`config.mk`:
```
export PLATFORM = sky130hd
export DESIGN_NAME = bbe_fifo
export DESIGN_NICKNAME = d
export VERILOG_FILES = /design/src/rtl/bbe_pkg.sv /design/src/rtl/bbe_fifo.sv
export SDC_FILE = /design/constraint.sdc
export NUM_CORES = 1
export LEC_CHECK = 0
export ABC_AREA = 1
export BUFFER_PORTS_ARGS = -buffer_cell sky130_fd_sc_hd__buf_2
export CELL_PAD_IN_SITES_DETAIL_PLACEMENT = 0
export CELL_PAD_IN_SITES_GLOBAL_PLACEMENT = 1
export CORE_MARGIN = 8
export CORE_UTILIZATION = 36
export DETAILED_ROUTE_END_ITERATION = 6
export GPL_TIMING_DRIVEN = 0
export PLACE_DENSITY_LB_ADDON = 0.1
export SYNTH_ARGS = -nofsm -noshare
export SYNTH_HDL_FRONTEND = slang
export SYNTH_SLANG_ARGS = --single-unit
export TNS_END_PERCENT = 1
```
`constraint.sdc`:
```
create_clock -name clock -period 6.6 [get_ports clock]
set_clock_uncertainty 0.05 [all_clocks]
set_input_delay 1.32 -clock clock [delete_from_list [all_inputs] [get_ports clock]]
set_output_delay 1.32 -clock clock [all_outputs]
set_load 0.02 [all_outputs]
```
`src/rtl/bbe_pkg.sv`:
```
// Shared types and constants for the Bernstein basis evaluator.
// Used by every module in the rtl folder; depends on nothing else.
`default_nettype none

package bbe_pkg;

   localparam int MAX_POINTS_DEF = 8;

   localparam int LIMB_W     = 32;
   localparam int FACT_W     = 17;
   localparam int CARRY_W    = 17;
   localparam int PROD_W     = LIMB_W + CARRY_W;
   localparam int IDX_W      = 4;
   localparam int BINOM_W    = 10;
   localparam int OUT_DEPTH  = 8;
   localparam int T_W        = 20;
   localparam int VALUE_W    = 17;
   localparam int OUT_IDX_W  = 3;
   localparam int CSR_ADDR_W = 3;
   localparam int CSR_DATA_W = 32;

   localparam logic [FACT_W-1:0] ONE_Q16     = 17'h10000;
   localparam logic [IDX_W-1:0]  COUNT_RESET = 4'd4;
   localparam logic [IDX_W-1:0]  COUNT_MIN   = 4'd2;

   // Register index codes (byte address bit 2 selects the register).
   localparam logic REG_POINT_COUNT = 1'b0;

   typedef struct packed {
      logic                valid;
      logic                first;
      logic                last;
      logic [LIMB_W-1:0]   data;
      logic [FACT_W-1:0]   t;
      logic [FACT_W-1:0]   u;
      logic [IDX_W-1:0]    k;
      logic [IDX_W-1:0]    n;
      logic [IDX_W-1:0]    span;
   } limb_word_type;

   typedef struct packed {
      logic [OUT_IDX_W-1:0] basis_index;
      logic [VALUE_W-1:0]   basis_value;
      logic [OUT_IDX_W-1:0] span_index;
      logic                 last_of_run;
   } rsp_word_type;

endpackage

`default_nettype wire

```
`src/rtl/bbe_fifo.sv`:
```
// Result buffer between the chain and the result channel.
// Depends on bbe_pkg for the word type and depth.
`default_nettype none

module bbe_fifo (
   input  wire logic                  clock,
   input  wire logic                  reset,
   input  wire logic                  push,
   input  wire bbe_pkg::rsp_word_type push_data,
   input  wire logic                  pop,
   output logic                       out_valid,
   output bbe_pkg::rsp_word_type      out_data
);

   localparam int PTR_W = $clog2(bbe_pkg::OUT_DEPTH);
   localparam int CNT_W = $clog2(bbe_pkg::OUT_DEPTH + 1);
   localparam logic [CNT_W-1:0] FULL = CNT_W'(bbe_pkg::OUT_DEPTH);

   bbe_pkg::rsp_word_type  mem_ff [bbe_pkg::OUT_DEPTH];
   bbe_pkg::rsp_word_type  out_ff;
   logic                   out_valid_ff, out_valid_in;
   logic [PTR_W-1:0]       wr_ff, wr_in;
   logic [PTR_W-1:0]       rd_ff, rd_in;
   logic [CNT_W-1:0]       count_ff, count_in;
   logic                   load;
   logic                   from_mem;
   logic                   bypass;
   logic                   wr_en;

   // The output register is refilled from the store, or straight from the
   // incoming word when the store is empty.
   always_comb begin
      load         = !out_valid_ff || pop;
      from_mem     = load && (count_ff != '0);
      bypass       = load && (count_ff == '0) && push;
      wr_en        = push && !bypass;
      wr_in        = wr_en ? wr_ff + PTR_W'(1) : wr_ff;
      rd_in        = from_mem ? rd_ff + PTR_W'(1) : rd_ff;
      count_in     = count_ff + CNT_W'(wr_en) - CNT_W'(from_mem);
      out_valid_in = load ? (from_mem || bypass) : out_valid_ff;
   end

   always_ff @(posedge clock) begin
      if (reset) begin
         wr_ff        <= '0;
         rd_ff        <= '0;
         count_ff     <= '0;
         out_valid_ff <= 1'b0;
      end else begin
         wr_ff        <= wr_in;
         rd_ff        <= rd_in;
         count_ff     <= count_in;
         out_valid_ff <= out_valid_in;
      end
      if (wr_en) begin
         mem_ff[wr_ff] <= push_data;
      end
      if (from_mem) begin
         out_ff <= mem_ff[rd_ff];
      end else if (bypass) begin
         out_ff <= push_data;
      end
   end

   assign out_valid = out_valid_ff;
   assign out_data  = out_ff;

   a_no_overflow: assert property (@(posedge clock) disable iff (reset)
      push |-> (count_ff != FULL))
      else $error("result buffer overflow");

endmodule

`default_nettype wire

```
==> metrics.cfg <==
[critical_path]
r2r_start = count_ff[2]$_SDFF_PP0_
reg2regPathDepth = 13
worstPathRequired_ns = 6.97
cp_max_fo = 10
crit_top_cell = inv_1
r2r_end = count_ff[2]$_SDFF_PP0_
crit_type = input port to register
cp-start-kind = input port
cp-end-kind = register
crit_arrival_ns = 3.56
cp_slowest_cell = fa_1
path_cells = buf_2 -> inv_1 -> nand2_1 -> nand2_1 -> inv_2 -> buf_2 -> ha_1 -> inv_1 -> ha_1 -> inv_1 -> fa_1 -> o21ai_0 -> a21oi_1
critPathMaxStageDelay_ns = 0.42
r2r_slack_ns = 3.81

[yosys]
ys_ff_latch = 230
synth.cell_area_um2 = 9760
syn_nets = 966
avgSynthCellArea_um2 = 10.5
seq_area_frac_synth = 0.693
yosys.area.top_type = edfxtp_1
netlist_instances = 930
synthTopCellsByArea = edfxtp_1, nand2_1, nand3_1
synth_top_area_share = 0.665
yosysUniqueCellTypes = 19
yosys_warnings = 0

[place]
globalplace.congestion = 0.696
place_hpwl_um = 16000
dp_slack_ns = 2.87
dp_cells = 1330
port_buffers = 52
placed_area_um2 = 10700

[power_and_ir_drop]
power.internal_mw = 3.15
power_density_nw_per_um2 = 429
p_seq_frac = 0.382
total_power_mw = 4.94
switching_share = 0.362
ir_worst_vdd_mv = 0.256
p_comb_frac = 0.336
p_switching_mw = 1.79
p_clk_frac = 0.282
p_leak_nw = 4.97

[min_path]
min_path_cells = 2
worstHoldStart = rd_ff[0]$_SDFFE_PP0P_
hold_class = register to register

[die]
ioPinCount = 53
dieArea_um2 = 32600
core-area_um2 = 26800
rows = 60
fp.dieH_um = 181
start_util = 0.364
die_w_um = 181

[routing]
ant_nets = 0
drc = 0
firstDrtPassIters = 5
first_iter_violations = 482
routed_via_density = 4.54
drt_wl_total_um = 26100
wire_per_inst_um = 19.0
vias = 6259

[sta]
slew_viol_final = 0
worstMarginPinSlew_ns = 0.952
slew_headroom = 0.364
fin_setup_tns_ns = 0
period_minus_slack_ns = 3.19
period_share = 0.483
rsz0062_at_grt = no
final-setup-viol-count = 0
setup_ws_ns = 3.41
hold_viol = 0
fin_hold_ws_ns = 0.449
fmax_ghz = 0.314

[grt]
grt_pass1_vias = 6056
grt_max_degree = 25
grt_usage = 0.160
grt_pass1_wl_um = 38800
grt_overflow_total = 0
antenna_found_initial = 0

[clock_network]
hold_buffers = 0
clkSlewWorstSetupHoldPaths_ns = 0.06
htreeDepth = 1
clock_latency_ns = 0.53
cts_buffers = 27
post-cts-setup-buffers = 0
cts_tree = built
cts-root-buf = clkbuf_16
ctsResizeCount = 0
clock_path_buffers = 3
cts_sinks = 230

[layout]
fillerInstances = 2543
final_area_um2 = 11500
multi_input_area_um2 = 2190
seqCellArea_um2 = 6770
final_common_cell = nand2_1
area.growth.synth_to_final_pct = 18.0
instances_no_fill = 1378
postLayoutCoreUtil = 0.430
diodes = 0
drive_above_1_share = 0.137
fin_nets = 1055
final_cell_mix = nand2_1, edfxtp_1, inv_1

[run]
maxCapViolCount = 0

[run_status]
outcome = finished, final reports clean

layout make-up:
type | count | share of cell area
Buffer | 41 | 0.0205
Tap cell | 341 | 0.0370
Timing Repair Buffer | 60 | 0.0385
Clock inverter | 12 | 0.00706
Inverter | 166 | 0.0541
Sequential cell | 230 | 0.588
Clock buffer | 35 | 0.0647
Multi-Input combinational cell | 493 | 0.191
worst max-delay path, delay by kind of cell:
family	cells	cell delay (ns)
compound gates	2	0.22
fa+ha+maj	3	0.86
buf+inv	6	0.82
simple gates	2	0.31
cells by family (layout without fill, tap and decap cells):
logic type | count (synthesis) | count (layout) | synth area share
compound gates | 12 | 12 | 0.00615
xor+xnor | 1 | 1 | 0.000897
fa+ha+maj | 8 | 8 | 0.0110
buf+inv | 207 | 314 | 0.0881
flops | 230 | 230 | 0.693
simple gates | 472 | 472 | 0.201
metal layers:
metal	GRT usage	part of all wire
met1	0.224	0.49
met4	0.0334	0.017
met3	0.0226	0.036
met5	0	0
met2	0.259	0.46
cell usage after synthesis:
cell / number
dfxtp_1: 14
nand2_1: 304
buf_2: 24
or2_2: 1
a21oi_1: 6
nor3_1: 1
xor2_1: 1
nand3_1: 146
ha_1: 7
nor2_1: 20
inv_2: 3
o21ai_0: 6
buf_1: 4
buf_4: 2
clkbuf_1: 5
edfxtp_1: 216
buf_6: 6
inv_1: 163
fa_1: 1
worst max-delay path by stage:
| stage | start | end | cells past startpoint |
|---|---|---|---|
| 6_report | pop | count_ff[2]$_SDFF_PP0_ | 13 |
| 5_1_grt | pop | count_ff[2]$_SDFF_PP0_ | 13 |
| 4_1_cts | pop | count_ff[2]$_SDFF_PP0_ | 13 |
| 3_5_place_dp | pop | count_ff[2]$_SDFF_PP0_ | 13 |
| 3_3_place_gp | pop | mem_ff[6][9]$_DFFE_PP_ | 7 |
| 2_1_floorplan | pop | mem_ff[0][0]$_DFFE_PP_ | 6 |
power by group through the flow:
stage | sequential [mW] | combinational, mW | clock [mW]
2_1_floorplan | 2.03 | 0.906 | 0
3_3_place_gp | 1.93 | 1.63 | 0
3_5_place_dp | 1.92 | 1.67 | 0
4_1_cts | 1.89 | 1.67 | 1.41
5_1_grt | 1.91 | 1.85 | 1.46
6_report | 1.89 | 1.66 | 1.39
registers in the layout (all words and copies together), names as in the netlist, named ones only:
name,cells
out_valid,1
wr_ff,3
mem_ff,192
count_ff,4
rd_ff,3
out_data,24
Power figures use the tool's default switching activity.
