<file path="src/rtl/bbe_pkg.sv">
// Shared types and constants for the Bernstein basis evaluator.
// Used by every module in the rtl folder; depends on nothing else.
`default_nettype none

package bbe_pkg;

   localparam int MAX_POINTS_DEF = 8;

   localparam int LIMB_W     = 32;
   localparam int FACT_W     = 17;
   localparam int CARRY_W    = 17;
   localparam int PROD_W     = LIMB_W + CARRY_W;
   localparam int IDX_W      = 4;
   localparam int BINOM_W    = 10;
   localparam int OUT_DEPTH  = 8;
   localparam int T_W        = 20;
   localparam int VALUE_W    = 17;
   localparam int OUT_IDX_W  = 3;
   localparam int CSR_ADDR_W = 3;
   localparam int CSR_DATA_W = 32;

   localparam logic [FACT_W-1:0] ONE_Q16     = 17'h10000;
   localparam logic [IDX_W-1:0]  COUNT_RESET = 4'd4;
   localparam logic [IDX_W-1:0]  COUNT_MIN   = 4'd2;

   // Register index codes (byte address bit 2 selects the register).
   localparam logic REG_POINT_COUNT = 1'b0;

   typedef struct packed {
      logic                valid;
      logic                first;
      logic                last;
      logic [LIMB_W-1:0]   data;
      logic [FACT_W-1:0]   t;
      logic [FACT_W-1:0]   u;
      logic [IDX_W-1:0]    k;
      logic [IDX_W-1:0]    n;
      logic [IDX_W-1:0]    span;
   } limb_word_type;

   typedef struct packed {
      logic [OUT_IDX_W-1:0] basis_index;
      logic [VALUE_W-1:0]   basis_value;
      logic [OUT_IDX_W-1:0] span_index;
      logic                 last_of_run;
   } rsp_word_type;

endpackage

`default_nettype wire

</file>
<file path="src/rtl/bbe_cell.sv">
// One multiplier cell of the chain: multiplies the passing limb stream by
// t, 1-t or one, carrying between limbs. Depends on bbe_pkg.
`default_nettype none

module bbe_cell #(
   parameter int CELL_IDX = 0
) (
   input  wire logic                   clock,
   input  wire logic                   reset,
   input  wire bbe_pkg::limb_word_type word_in,
   output bbe_pkg::limb_word_type      word_out
);

   localparam logic [bbe_pkg::IDX_W-1:0] POS  = bbe_pkg::IDX_W'(CELL_IDX);
   localparam logic [bbe_pkg::IDX_W-1:0] POS1 = bbe_pkg::IDX_W'(CELL_IDX + 1);

   bbe_pkg::limb_word_type       word_ff, word_in_c;
   logic [bbe_pkg::CARRY_W-1:0]  carry_ff, carry_in;
   logic [bbe_pkg::FACT_W-1:0]   factor;
   logic [bbe_pkg::CARRY_W-1:0]  carry_add;
   logic [bbe_pkg::PROD_W-1:0]   prod;

   always_comb begin
      if (POS < word_in.k) begin
         factor = word_in.t;
      end else if (POS1 < word_in.n) begin
         factor = word_in.u;
      end else begin
         factor = bbe_pkg::FACT_W'(1);
      end
      carry_add = word_in.first ? '0 : carry_ff;
      prod = {{bbe_pkg::CARRY_W{1'b0}}, word_in.data} *
             {{bbe_pkg::LIMB_W{1'b0}}, factor} +
             bbe_pkg::PROD_W'(carry_add);
      word_in_c      = word_in;
      word_in_c.data = prod[bbe_pkg::LIMB_W-1:0];
      carry_in       = word_in.valid ? prod[bbe_pkg::PROD_W-1:bbe_pkg::LIMB_W] : carry_ff;
   end

   always_ff @(posedge clock) begin
      if (reset) begin
         word_ff.valid <= 1'b0;
      end else begin
         word_ff.valid <= word_in_c.valid;
      end
      word_ff.first <= word_in_c.first;
      word_ff.last  <= word_in_c.last;
      word_ff.data  <= word_in_c.data;
      word_ff.t     <= word_in_c.t;
      word_ff.u     <= word_in_c.u;
      word_ff.k     <= word_in_c.k;
      word_ff.n     <= word_in_c.n;
      word_ff.span  <= word_in_c.span;
      carry_ff      <= carry_in;
   end

   assign word_out = word_ff;

   a_no_carry_out: assert property (@(posedge clock) disable iff (reset)
      (word_in.valid && word_in.last) |->
         (prod[bbe_pkg::PROD_W-1:bbe_pkg::LIMB_W] == '0))
      else $error("product overflowed the limb stream");

endmodule

`default_nettype wire

</file>
<file path="config.mk">
export PLATFORM = sky130hd
export DESIGN_NAME = bbe_cell
export DESIGN_NICKNAME = d
export VERILOG_FILES = /design/src/rtl/bbe_pkg.sv /design/src/rtl/bbe_cell.sv
export SDC_FILE = /design/constraint.sdc
export NUM_CORES = 1
export LEC_CHECK = 0
export ABC_AREA = 1
export BUFFER_PORTS_ARGS = -buffer_cell sky130_fd_sc_hd__buf_2
export CAP_MARGIN = 20
export CELL_PAD_IN_SITES_DETAIL_PLACEMENT = 1
export CELL_PAD_IN_SITES_GLOBAL_PLACEMENT = 2
export CORE_ASPECT_RATIO = 1.75
export CORE_MARGIN = 4
export CORE_UTILIZATION = 41
export DETAILED_ROUTE_END_ITERATION = 12
export PLACE_DENSITY = 0.89
export SLEW_MARGIN = 30
export SYNTH_ARGS = -nofsm -noshare
export SYNTH_HDL_FRONTEND = slang
export SYNTH_SLANG_ARGS = --single-unit
</file>
<file path="constraint.sdc">
create_clock -name clock -period 10.2 [get_ports clock]
set_input_delay 2.04 -clock clock [delete_from_list [all_inputs] [get_ports clock]]
set_output_delay 2.04 -clock clock [all_outputs]
set_load 0.03 [all_outputs]
</file>
==> parameters.txt <==
Parameter                              Value

Clocking
  Skew-Pair Late Insertion Delay ... approximately 0.41 ns
  CTS clk-pin slew, worst paths ... around 0.090 ns
  Total number of clock tree sinks ... just under 100
  Clock tree buffer depth ... 2
  Number of buffers added for setup after CTS ... 0
  Count of hold-fix buffers inserted at cts ... 0
  Clk root buf ... sky130_fd_sc_hd__clkbuf_16
  Number of H-tree levels ... 3
  Number of buffers created by CTS ... 9
  Count of cells resized by post-cts repair ... 0
  TritonCTS clock tree ... built

Synthesis
  Synthesized flop and latch total ... between 90 and 100
  Synth Instances ... 2686
  Count of different cell masters after synthesis ... 29
  Yosys warning total ... 0
  Post-Synthesis Cell Area ... around 21000 sq um
  Number of nets produced by synthesis ... between 3000 and 4000
  Avg Inst Size Synth ... roughly 7.9 sq um
  Sequential-to-total area share from yosys stat ... between 10% and 20%

STA
  Final worst path period need ... between 9 and 10 ns
  Count of endpoints failing setup in the final report ... 0
  Unrepaired setup endpoints after global routing ... no
  Fin crit share ... between 80 and 90%
  Setup TNS ... 0 ns
  Relative max-transition margin ... between 30% and 40%
  Final max-slew violation count ... 0
  Achievable Freq ... ~110 MHz
  Number of hold violations in the final report ... 0
  Worst clock skew on the final layout ... approximately 0.031 ns
  Tightest Pin Transition ... between 0.9 and 1 ns

Critical path
  Arr. time, crit path ... around 9.2 ns
  Largest fanout on the critical path ... 23
  Largest stage delay on the critical path ... between 0.5 and 0.6 ns
  Data required time at the worst endpoint ... about 10 ns
  Cell count along the critical path ... 28
  Most common cell type on the critical path ... sky130_fd_sc_hd__fa_1
  Category of the worst setup path capture point ... register
  Type of element launching the critical path ... input pin
  Worst setup path class ... in2reg
  Number of cells on the worst reg-to-reg path ... 19
  Largest delay contributor family on the critical path ... adder cells
  Buffers & Inverters on Critical Path ... 9
  Cell with the largest stage delay on the worst path ... sky130_fd_sc_hd__fa_1

Global routing
  Global-route wire length before repair ... approximately 120000 um
  Pin count of the biggest net entering global routing ... 32
  Antenna violations before repair ... 0
  Via count of the first global-routing pass ... 20800
  Total Routing Usage GR ... between 20% and 30%
  Total congestion overflow ... 0

Run
  Number of max-cap violations ... 0

Floorplan
  Die span in x ... 180 um
  Top-level port count ... approximately 160
  Floorplan die height ... between 300 and 400 um
  Die area ... ~55000 sq um
  Number of cell rows ... 109
  Core Region ... between 50000 and 60000 sq um
  Starting Density ... 41.6%

Routing
  Routed length per placed instance ... 21.7 um
  Via total after detailed routing ... 17400
  Vias per Instance ... between 5 and 6
  Antenna violation net count after detailed routing ... 0
  Final WL ... between 70000 and 80000 um
  Violation count after the first detailed-route iteration ... around 730
  Final routed DRC violation total ... 0
  Number of search-and-repair iterations in the first detailed-routing pass ... 4

Finish
  Net total in the final layout ... between 3000 and 4000
  Fraction of final layout cells sized beyond drive strength 1 ... 8.15%
  End-of-flow core utilization ... between 40 and 50%
  Antenna diode count ... 0
  Area growth from synthesis to final layout ... 8.15%

Run status
  Run status ... complete, no violations

Placed design
  Detailed placer's ending HPWL ... between 60000 and 70000 um
  Weighted congestion at the end of routability-driven global placement ... approximately 0.91
  Port Buffer Count ... about 160

Min path
  Path category of the worst min-delay check ... reg2reg
  Hold depth ... 3
path summary, 6_finish.rpt:
check / start / to / slack, ns
worst min-delay path: carry_ff[0]$_DFFE_PP_ / word_out[46]$_DFF_P_ / 0.79
worst max register to register: carry_ff[15]$_DFFE_PP_ / carry_ff[7]$_DFFE_PP_ / 4.79
worst min register to register: carry_ff[0]$_DFFE_PP_ / word_out[46]$_DFF_P_ / 0.79
worst max-delay path: word_in[5] / carry_ff[7]$_DFFE_PP_ / 1.17
per-layer routing:
layer / global-route usage, % / vias to the layer above / wire length [um]
li1: - / 7770 / -
met1: 29.6 / 8934 / 26500
met2: 53.9 / 489 / 41000
met3: 3.27 / 198 / 2730
met4: 16.0 / 0 / 5270
met5: 0 / - / 0
cell usage in the layout (no fill, tap or decap), types with 7 or more instances in the layout:
cell / n
sky130_fd_sc_hd__fa_1: 466
sky130_fd_sc_hd__o22ai_2: 14
sky130_fd_sc_hd__clkbuf_16: 9
sky130_fd_sc_hd__dfxtp_1: 81
sky130_fd_sc_hd__nand3_1: 43
sky130_fd_sc_hd__xnor2_1: 7
sky130_fd_sc_hd__edfxtp_1: 17
sky130_fd_sc_hd__ha_1: 138
sky130_fd_sc_hd__xor2_1: 21
sky130_fd_sc_hd__inv_1: 747
sky130_fd_sc_hd__inv_2: 16
sky130_fd_sc_hd__clkinv_1: 11
sky130_fd_sc_hd__nor2_1: 326
sky130_fd_sc_hd__buf_4: 16
sky130_fd_sc_hd__nand2_1: 673
sky130_fd_sc_hd__a21oi_1: 28
sky130_fd_sc_hd__buf_2: 163
cell type report:
class / instances / area [sq um]
fillers: 6382 / 28000
clock buffers: 9 / 225
repair buffers: 179 / 936
inverters: 774 / 2910
well taps: 666 / 833
clock inverters: 7 / 72.6
flip-flops and latches: 98 / 2130
multi-input cells: 1742 / 15800
worst register-to-register path, stage by stage, from the launching register on:
cell and delay (ns):
sky130_fd_sc_hd__edfxtp_1 0.39, sky130_fd_sc_hd__nand2_1 0.11, sky130_fd_sc_hd__fa_1 0.54, sky130_fd_sc_hd__fa_1 0.56
sky130_fd_sc_hd__inv_1 0.07, sky130_fd_sc_hd__fa_1 0.49, sky130_fd_sc_hd__inv_1 0.06, sky130_fd_sc_hd__fa_1 0.50
sky130_fd_sc_hd__fa_1 0.50, sky130_fd_sc_hd__inv_1 0.05, sky130_fd_sc_hd__ha_1 0.36, sky130_fd_sc_hd__nand2_1 0.12
sky130_fd_sc_hd__nor2_1 0.23, sky130_fd_sc_hd__inv_1 0.08, sky130_fd_sc_hd__nor2_1 0.43, sky130_fd_sc_hd__nand3b_1 0.15
sky130_fd_sc_hd__nand3_1 0.27, sky130_fd_sc_hd__nand2_1 0.13, sky130_fd_sc_hd__nand3_1 0.09, sky130_fd_sc_hd__nand2_1 0.07
stage by stage:
step | worst slack (ns) | instances | hold WS [ns] | instance area (sq um)
floorplan | 2.62 | 2686 | 0.548 | 21200
global placement | 0.916 | 3459 | 0.803 | 22600
detailed placement | 0.762 | 3459 | 0.797 | 22600
CTS | 1.16 | 3475 | 0.824 | 22900
global route | 0.840 | 3475 | 0.818 | 22900
finish | 1.17 | 3475 | 0.788 | 22900
cells by family after synthesis:
group                    synth area share [%]
AO/OA/AOI/OAI                            2.09
XOR/XNOR                                 1.16
adder cells (fa/ha/maj)                  52.2
buffers and inverters                    15.3
flip-flops                               10.1
AND/OR/NAND/NOR                          19.1
cell usage after synthesis, drive strengths merged:
cell type	n	area, sq um
nand3b	1	7.51
clkbuf	21	78.8
nor4	1	6.26
dfxtp	81	1620
or2	1	6.26
ha	138	1730
buf	51	263
xor2	21	184
a21oi	28	140
nand4	4	25.0
clkinv	11	41.3
inv	763	2860
o21ai	1	5.00
nor3	5	25.0
a31oi	4	25.0
edfxtp	17	510
fa	466	9330
o22ai	17	235
nor2	326	1220
nand3	43	215
and2	1	6.26
nand2	673	2530
o21bai	5	37.5
xnor2	7	61.3
sequential cells by signal, summed over array words and instances (netlist names):
name	flops
word_out	81
carry_ff	17
Power is left out: the tool's default activity adds up to more than one toggle a clock period on the data nets, which glitch-free logic cannot reach.
