## src/rtl/bbe_pkg.sv

```systemverilog
// Shared types and constants for the Bernstein basis evaluator.
// Used by every module in the rtl folder; depends on nothing else.
`default_nettype none

package bbe_pkg;

   localparam int MAX_POINTS_DEF = 8;

   localparam int LIMB_W     = 32;
   localparam int FACT_W     = 17;
   localparam int CARRY_W    = 17;
   localparam int PROD_W     = LIMB_W + CARRY_W;
   localparam int IDX_W      = 4;
   localparam int BINOM_W    = 10;
   localparam int OUT_DEPTH  = 8;
   localparam int T_W        = 20;
   localparam int VALUE_W    = 17;
   localparam int OUT_IDX_W  = 3;
   localparam int CSR_ADDR_W = 3;
   localparam int CSR_DATA_W = 32;

   localparam logic [FACT_W-1:0] ONE_Q16     = 17'h10000;
   localparam logic [IDX_W-1:0]  COUNT_RESET = 4'd4;
   localparam logic [IDX_W-1:0]  COUNT_MIN   = 4'd2;

   // Register index codes (byte address bit 2 selects the register).
   localparam logic REG_POINT_COUNT = 1'b0;

   typedef struct packed {
      logic                valid;
      logic                first;
      logic                last;
      logic [LIMB_W-1:0]   data;
      logic [FACT_W-1:0]   t;
      logic [FACT_W-1:0]   u;
      logic [IDX_W-1:0]    k;
      logic [IDX_W-1:0]    n;
      logic [IDX_W-1:0]    span;
   } limb_word_type;

   typedef struct packed {
      logic [OUT_IDX_W-1:0] basis_index;
      logic [VALUE_W-1:0]   basis_value;
      logic [OUT_IDX_W-1:0] span_index;
      logic                 last_of_run;
   } rsp_word_type;

endpackage

`default_nettype wire

```

## src/rtl/bbe_seq.sv

```systemverilog
// Input stage and limb sequencer: clamps t, works out the span and issues
// one limb-serial product seed per basis value. Depends on bbe_pkg.
`default_nettype none

module bbe_seq #(
   parameter int MAX_POINTS = bbe_pkg::MAX_POINTS_DEF
) (
   input  wire logic                              clock,
   input  wire logic                              reset,
   input  wire logic                              req_valid,
   output logic                                   req_stall,
   input  wire logic signed [bbe_pkg::T_W-1:0]    req_param_t,
   input  wire logic [bbe_pkg::IDX_W-1:0]         point_count,
   input  wire logic                              rsp_take,
   output bbe_pkg::limb_word_type                 word_out
);

   localparam int LIMBS     = (MAX_POINTS + 1) / 2;
   localparam int LIMB_CW   = (LIMBS > 1) ? $clog2(LIMBS) : 1;
   localparam int CREDIT_W  = $clog2(bbe_pkg::OUT_DEPTH + 1);
   localparam int TAB_N     = MAX_POINTS * MAX_POINTS;
   localparam int TAB_IDX_W = $clog2(TAB_N);
   localparam logic [LIMB_CW-1:0]       LIMB_LAST = LIMB_CW'(LIMBS - 1);
   localparam logic [bbe_pkg::IDX_W-1:0] N_MAX    = bbe_pkg::IDX_W'(MAX_POINTS);
   localparam logic [CREDIT_W-1:0]      CREDIT_MAX = CREDIT_W'(bbe_pkg::OUT_DEPTH);

   function automatic logic [TAB_N*bbe_pkg::BINOM_W-1:0] binom_table();
      logic [bbe_pkg::BINOM_W-1:0]       row [MAX_POINTS];
      logic [TAB_N*bbe_pkg::BINOM_W-1:0] tab;
      int                                m;
      int                                j;
      tab = '0;
      for (j = 0; j < MAX_POINTS; j++) begin
         row[j] = '0;
      end
      row[0] = bbe_pkg::BINOM_W'(1);
      for (m = 0; m < MAX_POINTS; m++) begin
         for (j = m; j > 0; j--) begin
            row[j] = row[j] + row[j-1];
         end
         for (j = 0; j <= m; j++) begin
            tab[(m*MAX_POINTS + j)*bbe_pkg::BINOM_W +: bbe_pkg::BINOM_W] = row[j];
         end
      end
      return tab;
   endfunction

   localparam logic [TAB_N*bbe_pkg::BINOM_W-1:0] BINOM_TAB = binom_table();

   logic                              busy_ff, busy_in;
   logic [bbe_pkg::FACT_W-1:0]        t_ff, t_in;
   logic [bbe_pkg::FACT_W-1:0]        u_ff, u_in;
   logic [bbe_pkg::IDX_W-1:0]         n_ff, n_in;
   logic [bbe_pkg::IDX_W-1:0]         span_ff, span_in;
   logic [bbe_pkg::IDX_W-1:0]         k_ff, k_in;
   logic [LIMB_CW-1:0]                limb_ff, limb_in;
   logic [CREDIT_W-1:0]               credit_ff, credit_in;

   logic [bbe_pkg::IDX_W-1:0]         n_eff;
   logic [bbe_pkg::IDX_W-1:0]         n_eff_m1;
   logic                              t_neg;
   logic                              t_over;
   logic [bbe_pkg::FACT_W-1:0]        t_clamp;
   logic [bbe_pkg::FACT_W+bbe_pkg::IDX_W-1:0] span_prod;
   logic [bbe_pkg::IDX_W:0]           span_raw;
   logic [bbe_pkg::IDX_W-1:0]         span_c;
   logic                              credit_ok;
   logic                              issue;
   logic                              seed;
   logic                              limb_end;
   logic                              run_end;
   logic                              finish;
   logic                              accept;
   logic [TAB_IDX_W-1:0]              tab_idx;
   logic [bbe_pkg::BINOM_W-1:0]       binom;

   always_comb begin
      if (point_count < bbe_pkg::COUNT_MIN) begin
         n_eff = bbe_pkg::COUNT_MIN;
      end else if (point_count > N_MAX) begin
         n_eff = N_MAX;
      end else begin
         n_eff = point_count;
      end
      n_eff_m1 = n_eff - bbe_pkg::IDX_W'(1);
   end

   // Out-of-range t behaves exactly as t clamped to zero or one.
   assign t_neg  = req_param_t[bbe_pkg::T_W-1];
   assign t_over = !t_neg && (req_param_t[bbe_pkg::T_W-2:0] >
                              (bbe_pkg::T_W-1)'(bbe_pkg::ONE_Q16));

   always_comb begin
      if (t_neg) begin
         t_clamp = '0;
      end else if (t_over) begin
         t_clamp = bbe_pkg::ONE_Q16;
      end else begin
         t_clamp = req_param_t[bbe_pkg::FACT_W-1:0];
      end
      span_prod = {{bbe_pkg::IDX_W{1'b0}}, t_clamp} *
                  {{bbe_pkg::FACT_W{1'b0}}, n_eff};
      span_raw  = span_prod[bbe_pkg::FACT_W+bbe_pkg::IDX_W-1:16];
      if (span_raw > {1'b0, n_eff_m1}) begin
         span_c = n_eff_m1;
      end else begin
         span_c = span_raw[bbe_pkg::IDX_W-1:0];
      end
   end

   assign credit_ok = credit_ff < CREDIT_MAX;
   assign issue     = busy_ff && ((limb_ff != '0) || credit_ok);
   assign seed      = issue && (limb_ff == '0);
   assign limb_end  = limb_ff == LIMB_LAST;
   assign run_end   = k_ff == (n_ff - bbe_pkg::IDX_W'(1));
   assign finish    = issue && limb_end && run_end;
   assign req_stall = busy_ff && !finish;
   assign accept    = req_valid && !req_stall;

   assign tab_idx = TAB_IDX_W'(int'(n_ff - bbe_pkg::IDX_W'(1)) * MAX_POINTS + int'(k_ff));
   assign binom   = BINOM_TAB[tab_idx*bbe_pkg::BINOM_W +: bbe_pkg::BINOM_W];

   always_comb begin
      busy_in = busy_ff;
      t_in    = t_ff;
      u_in    = u_ff;
      n_in    = n_ff;
      span_in = span_ff;
      k_in    = k_ff;
      limb_in = limb_ff;
      if (issue) begin
         if (limb_end) begin
            limb_in = '0;
            k_in    = run_end ? '0 : k_ff + bbe_pkg::IDX_W'(1);
         end else begin
            limb_in = limb_ff + LIMB_CW'(1);
         end
      end
      if (finish) begin
         busy_in = 1'b0;
      end
      if (accept) begin
         busy_in = 1'b1;
         t_in    = t_clamp;
         u_in    = bbe_pkg::ONE_Q16 - t_clamp;
         n_in    = n_eff;
         span_in = span_c;
         k_in    = '0;
         limb_in = '0;
      end
      credit_in = credit_ff + CREDIT_W'(seed) - CREDIT_W'(rsp_take);
   end

   always_ff @(posedge clock) begin
      if (reset) begin
         busy_ff   <= 1'b0;
         k_ff      <= '0;
         limb_ff   <= '0;
         credit_ff <= '0;
      end else begin
         busy_ff   <= busy_in;
         k_ff      <= k_in;
         limb_ff   <= limb_in;
         credit_ff <= credit_in;
      end
      t_ff    <= t_in;
      u_ff    <= u_in;
      n_ff    <= n_in;
      span_ff <= span_in;
   end

   always_comb begin
      word_out.valid = issue;
      word_out.first = limb_ff == '0;
      word_out.last  = limb_end;
      word_out.data  = (limb_ff == '0) ? bbe_pkg::LIMB_W'(binom) : '0;
      word_out.t     = t_ff;
      word_out.u     = u_ff;
      word_out.k     = k_ff;
      word_out.n     = n_ff;
      word_out.span  = span_ff;
   end

   a_credit_bound: assert property (@(posedge clock) disable iff (reset)
      credit_ff <= CREDIT_MAX)
      else $error("result buffer space over-reserved");

   a_seed_has_space: assert property (@(posedge clock) disable iff (reset)
      seed |-> credit_ok)
      else $error("basis value started without buffer space");

endmodule

`default_nettype wire

```

## config.mk

```make
export PLATFORM = sky130hd
export DESIGN_NAME = bbe_seq
export DESIGN_NICKNAME = d
export VERILOG_FILES = /design/src/rtl/bbe_pkg.sv /design/src/rtl/bbe_seq.sv
export SDC_FILE = /design/constraint.sdc
export NUM_CORES = 1
export LEC_CHECK = 0
export BUFFER_PORTS_ARGS = -buffer_cell sky130_fd_sc_hd__buf_2
export CORE_ASPECT_RATIO = 0.9
export CORE_UTILIZATION = 25
export DETAILED_ROUTE_END_ITERATION = 8
export PLACE_DENSITY = 0.42
export SLEW_MARGIN = 15
export SYNTH_ARGS = -nofsm -noshare
export SYNTH_HDL_FRONTEND = slang
export SYNTH_SLANG_ARGS = --single-unit
```

## constraint.sdc

```tcl
create_clock -name clock -period 15.45 [get_ports clock]
set_input_delay 3.09 -clock clock [delete_from_list [all_inputs] [get_ports clock]]
set_output_delay 3.09 -clock clock [all_outputs]
set_load 0.02 [all_outputs]
```

==> results.toml <==
[outcome]
status = "finished, violations left"
violations = "design-rule violations"

[sta]
fin_worst_skew_ps = 12.5
setup_viol = 0
min_period_ps = 9410
slew_violations = 0
maxSlewHeadroom_pct = 26.8
fin_crit_sh_pct = 60.9
hold_viol = 0
worst_pin_slew_ps = 1090
clock.fmax_ghz = 0.106
fin_tns_setup_ps = 0
rsz0062_at_grt = "no"

[finish]
most-common-layout-cells = "83 x inv_1, 83 x buf_2, 46 x nor2_1, 46 x ha_1, 42 x nand2_1"
syn2layout_area_growth_pct = 13.6
design_area_um2 = 5760
finalNonFillerCells = 888
antenna_cells = 0
drive_gt1_share_pct = 16.4
utilization_pct = 28.9
fin_nets = 736

[clocking]
cts_setup_buffers = 0
cts.path.max_buffers = 2
cts_hold_buffers = 0
clkLatencyLatePin_ps = 310
cts.repair.resized = 0
cts_tree = "yes"
cts_made_buffers = 5
cts_root_buf = "clkbuf_16"
cts_sinks = 52
clk_pin_slew_ps = 70
htreeDepth = 2

[synthesis]
synth.distinct_cells = 56
synth-simple-area-share_pct = 21.3
synth_top_family_by_area = "adder cells"
synth_area_per_cell_um2 = 8.98
syn_inst = 564
yosys_warnings = 0
synth_adder_area_share_pct = 23.2
yosysTopAreaCell = "edfxtp_1"
synth_edf_count = 41
yosys-top-cells-area = "edfxtp_1 24%, fa_1 12%, ha_1 11%"
synthMuxAreaShare_pct = 1.61
synth-compound-area-share_pct = 8.35
ys_ff_latch = 52
synth.yosys.seq_area_share_pct = 28.6
synth_top_area_share_pct = 24.3
synth_xor_area_share_pct = 4.49
synthArstFlopShare_pct = 0
syn_area_um2 = 5070
synth_flop_cell = "edfxtp_1"

[grt]
antenna_found_initial = 0
grt_pass1_vias = 4120
gr-total-overflow = 0
grt_use_total_pct = 13.5
grt_pass1_wl_mm = 22.0
grt_max_degree = 50

[pwr]
total_power_uw = 381
power_frac_seq_pct = 44.3
power_frac_clock_pct = 30.3
switching_share_pct = 32.3
p_comb_share_pct = 25.4
irDropWorstVdd_uv = 39.0
power_density_nw_per_um2 = 66.1
p_sw_uw = 123
p_leak_nw = 2.84
power.internal_uw = 257

[place]
dp.cells = 880
dpl.hpwl_mm = 10.7
placed_area_um2 = 5610
io_buffers = 83
gp_congestion = 0.795

[routing]
ant_nets = 0
dr_total_vias = 4003
met3WireLength_um = 586
wl_met1_mm = 6.15
drt_iter0_drc = 166
drt-vias-per-instance = 4.51
avgRoutedWirePerCell_um = 15.1
wirelength_mm = 13.4
met2_length_mm = 6.42
top_layer = "met4"
firstDrtPassIters = 6
drc = 18

[die]
die_area_um2 = 20800
core_um2 = 19900
start_util_pct = 25.4
die_w_um = 152
fp-row-count = 49
ios = 110
die_h_um = 137

[worst_setup_path]
regToRegSetupSlack_ps = 12640
cp_max_fo = 12
critPathLaunchType = "primary input"
criticalPathCategory = "primary input to flop"
r2r-end = "u_ff[10]"
rr_worst_depth = 10
r2r_start = "n_ff[0]"
critPathArrivalTime_ps = 9460
crit_path_end_kind = "flop"
cp-startpoint = "req_param_t[2]"
endpoint = "span_ff[1]"
cp.required_ps = 15500

[flow_run]
maxCapViolations = 0

[worst_hold_path]
hp-class = "flop to flop"
-- stage by stage --
stage / worst slack [ps] / hold slack (ps)
floorplan: 6510 / 482
global placement: 5890 / 510
detailed placement: 5700 / 521
CTS: 6020 / 532
global route: 5630 / 575
finish: 6040 / 530
-- cells by family (layout without fill, tap and decap cells) --
| group | after synthesis | in the layout |
|---|---|---|
| AND/OR/NAND/NOR | 203 | 203 |
| buffers and inverters | 132 | 176 |
| XOR/XNOR | 26 | 26 |
| multiplexers | 8 | 8 |
| flip-flops | 52 | 52 |
| other | 2 | 27 |
| adder cells (fa/ha/maj) | 76 | 76 |
| AO/OA/AOI/OAI | 65 | 65 |
-- worst min-delay path by stage --
stage | startpoint | endpoint | slack (ps) | cells past startpoint
6_report | busy_ff | busy_ff | 530 | 2
5_1_grt | busy_ff | busy_ff | 580 | 2
4_1_cts | busy_ff | busy_ff | 530 | 2
3_5_place_dp | busy_ff | busy_ff | 520 | 2
3_3_place_gp | busy_ff | busy_ff | 510 | 2
2_1_floorplan | busy_ff | busy_ff | 480 | 2
-- final cells by class --
class,instances,area (µm²)
flip-flops and latches,52,1450
fillers,2131,14200
clock inverters,3,22.5
inverters,83,312
clock buffers,5,125
repair buffers,85,430
well taps,255,319
multi-input cells,405,3100
-- state kept, by name (all words and copies together), names as in the netlist --
| name | count |
|---|---|
| span_ff | 4 |
| busy_ff | 1 |
| k_ff | 4 |
| u_ff | 16 |
| n_ff | 4 |
| t_ff | 17 |
| credit_ff | 4 |
| limb_ff | 2 |
-- synth_stat cells, drive strengths merged, types with 2 or more instances --
cell,number
mux2i,7
clkbuf,15
fa,30
o21ai,16
o211ai,2
a21o,7
xnor2,14
and4,3
dfxtp,11
edfxtp,41
or4,3
nor3b,3
nand2b,3
o21a,2
and3,40
nor2,48
nand4,3
nor2b,7
a21oi,17
or3,4
a221oi,2
xor2,12
conb,2
inv,83
ha,46
nor3,9
and2,19
nand2,42
buf,34
a211oi,5
nor4,5
nand3,9
a31oi,5
a31o,2
-- worst max-delay path: stages --
cell and delay (ps):
buf_2 160, or3_1 430, or4_4 540, nor4_4 260
a31oi_1 450, nor2_1 280, nand2_1 90, fa_1 480
fa_1 570, inv_1 50, ha_1 270, and3_1 170
and4_1 210, nor4_1 320, o211ai_1 180, a31oi_1 220
xor2_1 200, inv_1 70, ha_1 280, o21ai_0 90
nand2b_1 80, a21oi_1 140, o21ai_0 130, nor3b_2 340
mux2_2 370
-- power groups by stage --
| stage | combinational, mW | sequential [mW] | clock (mW) |
|---|---|---|---|
| final | 0.0967 | 0.169 | 0.115 |
| after global routing | 0.109 | 0.170 | 0.125 |
| after CTS | 0.0975 | 0.169 | 0.121 |
| after detailed placement | 0.0969 | 0.172 | 0 |
| after global placement | 0.0946 | 0.172 | 0 |
| after floorplan | 0.0650 | 0.179 | 0 |
-- layer usage --
metal	vias to the layer above	global-route usage, %
met5	-	0
met4	0	4.08
met3	16	2.60
met2	99	23.5
met1	1931	16.9
li1	1957	-
No activity file was read; power rests on OpenSTA's default activity.
