<file path="config.mk">
export PLATFORM = sky130hd
export DESIGN_NAME = bbe_collect
export DESIGN_NICKNAME = d
export VERILOG_FILES = /design/src/rtl/bbe_pkg.sv /design/src/rtl/bbe_collect.sv
export SDC_FILE = /design/constraint.sdc
export NUM_CORES = 1
export LEC_CHECK = 0
export BUFFER_PORTS_ARGS = -buffer_cell sky130_fd_sc_hd__buf_2
export CAP_MARGIN = 20
export CORE_MARGIN = 2
export CORE_UTILIZATION = 57
export CTS_CLUSTER_DIAMETER = 120
export DETAILED_ROUTE_END_ITERATION = 6
export PLACE_DENSITY = 0.84
export SETUP_SLACK_MARGIN = 0.05
export SLEW_MARGIN = 15
export SYNTH_ARGS = -nofsm -noshare
export SYNTH_HDL_FRONTEND = slang
export SYNTH_SLANG_ARGS = --single-unit
</file>
<file path="constraint.sdc">
create_clock -name clock -period 6.1 [get_ports clock]
set_input_delay 0.61 -clock clock [delete_from_list [all_inputs] [get_ports clock]]
set_output_delay 0.61 -clock clock [all_outputs]
set_load 0.05 [all_outputs]
</file>
<file path="src/rtl/bbe_pkg.sv">
// Shared types and constants for the Bernstein basis evaluator.
// Used by every module in the rtl folder; depends on nothing else.
`default_nettype none

package bbe_pkg;

   localparam int MAX_POINTS_DEF = 8;

   localparam int LIMB_W     = 32;
   localparam int FACT_W     = 17;
   localparam int CARRY_W    = 17;
   localparam int PROD_W     = LIMB_W + CARRY_W;
   localparam int IDX_W      = 4;
   localparam int BINOM_W    = 10;
   localparam int OUT_DEPTH  = 8;
   localparam int T_W        = 20;
   localparam int VALUE_W    = 17;
   localparam int OUT_IDX_W  = 3;
   localparam int CSR_ADDR_W = 3;
   localparam int CSR_DATA_W = 32;

   localparam logic [FACT_W-1:0] ONE_Q16     = 17'h10000;
   localparam logic [IDX_W-1:0]  COUNT_RESET = 4'd4;
   localparam logic [IDX_W-1:0]  COUNT_MIN   = 4'd2;

   // Register index codes (byte address bit 2 selects the register).
   localparam logic REG_POINT_COUNT = 1'b0;

   typedef struct packed {
      logic                valid;
      logic                first;
      logic                last;
      logic [LIMB_W-1:0]   data;
      logic [FACT_W-1:0]   t;
      logic [FACT_W-1:0]   u;
      logic [IDX_W-1:0]    k;
      logic [IDX_W-1:0]    n;
      logic [IDX_W-1:0]    span;
   } limb_word_type;

   typedef struct packed {
      logic [OUT_IDX_W-1:0] basis_index;
      logic [VALUE_W-1:0]   basis_value;
      logic [OUT_IDX_W-1:0] span_index;
      logic                 last_of_run;
   } rsp_word_type;

endpackage

`default_nettype wire

</file>
<file path="src/rtl/bbe_collect.sv">
// Collector at the end of the chain: gathers the limbs of one product,
// rounds it to Q1.16 and forms the result word. Depends on bbe_pkg.
`default_nettype none

module bbe_collect #(
   parameter int MAX_POINTS = bbe_pkg::MAX_POINTS_DEF
) (
   input  wire logic                   clock,
   input  wire logic                   reset,
   input  wire bbe_pkg::limb_word_type word_in,
   output logic                        push,
   output bbe_pkg::rsp_word_type       push_data
);

   localparam int LIMBS  = (MAX_POINTS + 1) / 2;
   localparam int DATA_W = LIMBS * bbe_pkg::LIMB_W;

   logic [DATA_W-1:0]          acc_ff, acc_in;
   logic                       done_ff;
   logic [bbe_pkg::IDX_W-1:0]  k_ff;
   logic [bbe_pkg::IDX_W-1:0]  n_ff;
   logic [bbe_pkg::IDX_W-1:0]  span_ff;

   logic [bbe_pkg::IDX_W-1:0]  n_m2;
   logic [bbe_pkg::IDX_W+3:0]  sh_amt;
   logic [DATA_W-1:0]          sh;
   logic [DATA_W:0]            rbits;
   logic [bbe_pkg::VALUE_W:0]  val_r;
   logic                       hi_nz;
   logic                       sat;

   generate
      if (LIMBS > 1) begin : g_multi
         assign acc_in = {word_in.data, acc_ff[DATA_W-1:bbe_pkg::LIMB_W]};
      end else begin : g_single
         assign acc_in = word_in.data;
      end
   endgenerate

   always_ff @(posedge clock) begin
      if (reset) begin
         done_ff <= 1'b0;
      end else begin
         done_ff <= word_in.valid && word_in.last;
      end
      if (word_in.valid) begin
         acc_ff <= acc_in;
      end
      if (word_in.valid && word_in.last) begin
         k_ff    <= word_in.k;
         n_ff    <= word_in.n;
         span_ff <= word_in.span;
      end
   end

   // The product carries 16*(n-1) fraction bits; keep 16 and round half up.
   always_comb begin
      n_m2   = n_ff - bbe_pkg::IDX_W'(2);
      sh_amt = {n_m2, 4'b0000};
      sh     = acc_ff >> sh_amt;
      rbits  = {acc_ff, 1'b0} >> sh_amt;
      hi_nz  = |sh[DATA_W-1:bbe_pkg::VALUE_W];
      val_r  = {1'b0, sh[bbe_pkg::VALUE_W-1:0]} + (bbe_pkg::VALUE_W+1)'(rbits[0]);
      sat    = hi_nz || (val_r > (bbe_pkg::VALUE_W+1)'(bbe_pkg::ONE_Q16));
   end

   assign push = done_ff;

   always_comb begin
      push_data.basis_index = k_ff[bbe_pkg::OUT_IDX_W-1:0];
      push_data.basis_value = sat ? bbe_pkg::ONE_Q16 : val_r[bbe_pkg::VALUE_W-1:0];
      push_data.span_index  = span_ff[bbe_pkg::OUT_IDX_W-1:0];
      push_data.last_of_run = k_ff == (n_ff - bbe_pkg::IDX_W'(1));
   end

endmodule

`default_nettype wire

</file>
==> results of run 1 <==
[critical path, delay by kind of cell (launching register included)]
family,cells,cell delay (ps)
flops,1,400
mux,1,540
buf+inv,3,1030
compound gates,2,790
simple gates,3,590
fa+ha+maj,3,1210
[through the flow]
step	setup slack, ps	power [mW]	util
2_1_floorplan	242.6	1.468	-
3_3_place_gp	1185	1.581	0.6241
3_5_place_dp	1100	1.591	0.6241
4_1_cts	588.5	2.600	0.6716
5_1_grt	216.1	2.675	0.6716
6_report	497.2	2.601	0.6716
[worst max-delay path by stage]
stage / startpoint / to / cells after the start
after floorplan: n_ff[1] / push_data[19] / 19
after global placement: n_ff[1] / push_data[20] / 12
after detailed placement: n_ff[1] / push_data[20] / 12
after CTS: n_ff[1] / push_data[20] / 12
after global routing: n_ff[1] / push_data[20] / 12
final: n_ff[1] / push_data[20] / 12
[cells by family after synthesis]
kind of cell / share of synthesized area
buffers and inverters: 0.03430
adders and majority gates: 0.008750
xor gates and xnor gates: 0.02573
muxes: 0.1138
DFF: 0.5866
and+or+nand+nor: 0.1531
AOI/OAI and AO/OA: 0.07771
[area by class of cell]
| class | instances | area, um2 |
|---|---|---|
| repair buffers | 80 | 425.4 |
| flip-flops and latches | 140 | 4194 |
| fillers | 904 | 3978 |
| inverters | 5 | 18.77 |
| multi-input cells | 359 | 2710 |
| clock buffers | 20 | 436.7 |
| clock inverters | 12 | 138.9 |
| well taps | 168 | 210.2 |
[synthesized netlist by cell type (5+ instances only)]
cell type  count
nor4_1        36
nor2_1        28
buf_6          6
xnor2_1       14
nor3b_1       10
buf_2         11
mux4_2        12
a22oi_1       13
xor2_1         7
mux2i_1       46
nand3_1       20
a21oi_1       17
nor3_2        12
clkbuf_1       5
ha_1           5
nand2_1       25
o21ai_0       12
nor3_1        22
a31oi_1        6
nand4_1       12
edfxtp_1     139
[per-layer routing]
metal,vias to the layer above,global-route usage,part of all wire
met5,-,0,0
met4,0,0.1397,0.040
met3,65,0.07845,0.11
met2,390,0.4265,0.45
met1,2470,0.3926,0.39
li1,2296,-,-
[sequential cells by signal, indices dropped and copies added, names as in the netlist]
register	count
span_ff	3
k_ff	4
acc_ff	128
n_ff	4
push	1
[power by group]
| group | switching (mW) | internal (mW) | total, mW |
|---|---|---|---|
| Combinational | 0.249 | 0.128 | 0.377 |
| Clock | 0.411 | 0.607 | 1.02 |
| Sequential | 0.0694 | 1.14 | 1.21 |
==> results.txt, run 1 <==
async set or reset register ratio after synthesis: 0
RSZ-0062 raised after global routing: no
Critical Path, Cell by Cell: inv_1, ha_1, inv_2, o32ai_1, ha_1, ha_1, nand4_1, a2111oi_4, nand4_2, mux2i_4, or2_2, buf_2
Slew Limit Headroom: 0.3708
non-filler instance count after layout: 784
Syn Area/Cell: 13.39 um2
Root Buffer: clkbuf_16
final hold slack: 337.8 ps
synth unique cells: 61
drt drc: 0
Hold Crit Start: reset
Synth Register Bits: 140
count of final max-slew check failures: 0
power density over cell area: 319.8 mW/mm2
fin crit share: 0.9185
FF-to-FF End: acc_ff[75]
most common cell after layout, fill and taps aside: edfxtp_1
initial antenna violation count: 0
fmax: 0.1785 GHz
routed len/inst: 23.51 um
H-tree Lvls: 4
Leakage Power: 2.824 nW
GRT Residual Overflow: 0
Cell Area, Placed: 0.007559 mm2
Max Fanout on Critical Path: 18
sequential share of the synthesized area: 0.5866
hold depth: 2
largest net degree at the start of global routing: 68
Net count, final: 691
vias post-DR: 5221
status: completed
Area contributors post-synth: edfxtp_1 (58%), mux2i_1 (6.4%), mux4_2 (3.8%)
num rows: 40
CTS Buf Count: 17
min-delay worst type: in -> reg
commonest non-fill, non-tap cells in the layout: edfxtp_1 (139), buf_2 (70), mux2i_1 (46), nor4_1 (36), nor2_1 (28)
CTS clock-pin slew for the worst setup and hold paths: 60 ps
Placed Instances: 752
Syn Nets: 622
number of max-cap violations: 0
Req. time, crit path: 5490 ps
Slew @ Worst Pin: 935.2 ps
die width: 116.0 um
min cycle time layout: 5603 ps
clk buf depth: 2
setup slack, reg-to-reg: 5260 ps
antenna diode count: 0
R2R cell count: 0
die area: 0.01345 mm2
die height: 116.0 um
CTS tree: done
Setup TNS: 0 ps
Routed Antenna Nets: 0
Most common cell on crit path: ha_1
post-CTS sizing: 0
# clock sinks: 140
Initial Utilization: 0.5903
Max stage delay on crit path: 770 ps
mapped cell area: 0.007149 mm2
number of post-CTS setup repair buffers: 0
VDD IR max: 0.2699 mV
hold_buf cts: 0
later-pin clock latency in the skew report: 420 ps
Hold EP: push
slowest cell on the critical path: ha_1
dpl hpwl: 13260 um
Area growth syn-to-layout: 13.77%
Arr. time, crit path: 4990 ps
vias in the first global route: 4952
vias per cell: 6.659
Synth Flop Type: edfxtp_1
R2R Path Start: acc_ff[107]
GPL Wtd Cong: 0.9776
first-pass GRT wire length: 27830 um
IO Port Bufs: 71
Worst Setup Start Kind: flop
Routed WL: 18430 um
EDFF count, synth: 139
crit path capture type: output port
Final setup viols: 0
post-route cell area: 0.008134 mm2
Synth Instances: 534
Synth area leader: edfxtp_1
top cell type's share of synthesized area: 0.5838
total track usage: 0.2864
Yosys Warn Count: 0
Starting DRT DRC Count: 877
Hold Vio Cnt, Final: 0
core area: 0.01211 mm2
first drt pass iteration count: 6
clk_skew: 5.766 ps
worst setup path class: reg -> out
IO Count: 108
layout cell share with drive strength beyond 1: 0.2370
Power figures use the tool's default switching activity.
==> inputs of run 2 (changes only) <==
Settings changed: MAX_ROUTING_LAYER from default to met4.
==> run 2 against run 1 <==
Against the previous run:
- cell area rose by 0.23%
- via count fell by 2.1%
- wire length rose by 1.8%
- cell count fell by 0.13%
- core utilization rose by 0.15 points
- flip-flop and latch count did not move
- register-to-register slack barely moved
- global-route usage rose by 1.9 points
- largest cell class unchanged
==> results.txt, run 2 (synthesis gave the netlist of run 1 again) <==
status: completed
Worst Setup Start Kind: flop
VDD IR max: 0.3509 mV (+30%)
Bufs and invs on worst path: 3 (unchanged)
# clock sinks: 140 (unchanged)
post-CTS sizing: 0 (unchanged)
die area: 0.01345 mm2 (unchanged)
fmax: 0.1804 GHz (+1.1%)
GPL Wtd Cong: 1.012 (+3.6%)
fin crit share: 0.9085 (-0.009951)
GRT Residual Overflow: 0 (unchanged)
Initial Utilization: 0.5903 (unchanged)
CP top delay family: adder cells
Final setup viols: 0 (unchanged)
vias per cell: 6.530 (-1.9%)
Area growth syn-to-layout: 14.04%
clk buf depth: 2 (unchanged)
count of final max-slew check failures: 0 (unchanged)
worst setup path class: reg -> out
first-pass GRT wire length: 28240 um (+1.5%)
total track usage: 0.3054 (+0.01896)
hold_buf cts: 0 (unchanged)
non-filler instance count after layout: 783 (-0.13%)
number of max-cap violations: 0 (unchanged)
vias in the first global route: 4868 (-1.7%)
Largest register FFs: 128 (unchanged)
Critical Path, Cell by Cell: inv_1, ha_1, inv_2, o32ai_1, ha_1, ha_1, nand4_1, a2111oi_4, nand4_2, mux2i_4, or2_2, buf_2
Hold Vio Cnt, Final: 0 (unchanged)
die width: 116.0 um (unchanged)
Top reg by flops: acc_ff
largest net degree at the start of global routing: 75 (+10%)
Routed WL: 18760 um (+1.8%)
most common cell after layout, fill and taps aside: edfxtp_1
Max Fanout on Critical Path: 18 (unchanged)
vias post-DR: 5113 (-2.1%)
Req. time, crit path: 5490 ps (about the same)
antenna diode count: 0 (unchanged)
CTS tree: done
IO Count: 108 (unchanged)
routed len/inst: 23.95 um (+1.9%)
min cycle time layout: 5542 ps (-60.70 ps)
CTS Buf Count: 17 (unchanged)
Root Buffer: clkbuf_16
number of post-CTS setup repair buffers: 0 (unchanged)
commonest non-fill, non-tap cells in the layout: edfxtp_1 (139), buf_2 (70), mux2i_1 (46), nor4_1 (36), nor2_1 (28)
Setup TNS: 0 ps (unchanged)
crit path capture type: output port
final hold slack: 330.8 ps (-7.086 ps)
num rows: 40 (unchanged)
CTS clock-pin slew for the worst setup and hold paths: 60 ps (about the same)
Largest regs: acc_ff (128), k_ff (4), n_ff (4)
layout cell share with drive strength beyond 1: 0.2423 (+0.005263)
slowest cell on the critical path: ha_1
clk_skew: 8.040 ps (+2.275 ps)
Placed Instances: 751 (-0.13%)
IO Port Bufs: 71 (unchanged)
die height: 116.0 um (unchanged)
drt drc: 0 (unchanged)
Slew @ Worst Pin: 906.3 ps (-28.93 ps)
first drt pass iteration count: 7 (+1)
Most common cell on crit path: ha_1
power density over cell area: 324.3 mW/mm2 (+1.4%)
H-tree Lvls: 4 (unchanged)
Slew Limit Headroom: 0.3902 (+0.01946)
Routed Antenna Nets: 0 (unchanged)
min-delay worst type: in -> reg
dpl hpwl: 13480 um (+1.6%)
Arr. time, crit path: 4930 ps (-60 ps)
Max stage delay on crit path: 720 ps (-50 ps)
core area: 0.01211 mm2 (unchanged)
later-pin clock latency in the skew report: 440 ps (+20 ps)
Leakage Power: 2.838 nW (+0.50%)
Net count, final: 690 (-0.14%)
Fillers: 897 (-0.77%)
RSZ-0062 raised after global routing: no
Starting DRT DRC Count: 753 (-14%)
initial antenna violation count: 0 (unchanged)
-- run 2: changes by cell type in the layout (fill, tap and decap cells not counted), sizes merged --
cell | before | now
inv | 9 | 13
clkbuf | 20 | 17
buf | 80 | 79
clkinv | 4 | 3
-- run 2: final timing paths --
check	endpoint	slack (ps)	depth (start not counted)	from
worst max register to register	acc_ff[68]	5250	0	acc_ff[100]
worst min register to register	acc_ff[11]	480	0	acc_ff[43]
worst min-delay path	push	330	2	reset
worst max-delay path	push_data[20]	560	12	n_ff[1]
-- run 2: layout make-up --
class                   count  area [um2]  share of cell area
clock inverters            15       176.4             0.02164
inverters                   5       18.77            0.002302
clock buffers              17       425.4             0.05218
flip-flops and latches    140        4194              0.5144
well taps                 168       210.2             0.02578
multi-input cells         359        2710              0.3324
repair buffers             79       417.9             0.05126
-- run 2: power by group --
part | internal (mW) | switching (mW) | leakage (nW) | total, mW
clock | 0.618 | 0.444 | 0.294 | 1.06
combinational | 0.128 | 0.250 | 1.18 | 0.377
sequential | 1.14 | 0.0680 | 1.36 | 1.21
total | 1.88 | 0.761 | 2.84 | 2.64
-- run 2: stage by stage --
stage	power, mW	worst slack (ps)	utilization	area [um2]
3_3_place_gp	1.584	1071	0.6235	7551
6_report	2.644	557.9	0.6731	8153
5_1_grt	2.727	258.6	0.6731	8153
4_1_cts	2.646	575.5	0.6731	8153
3_5_place_dp	1.593	1032	0.6235	7551
2_1_floorplan	1.468	242.6	-	7149
-- run 2: layer usage --
metal	vias up	global-route usage	part of all wire
li1	2289	-	-
met1	2440	0.4042	0.40
met2	321	0.4261	0.45
met3	63	0.09467	0.096
met4	0	0.1571	0.052
met5	-	-	0
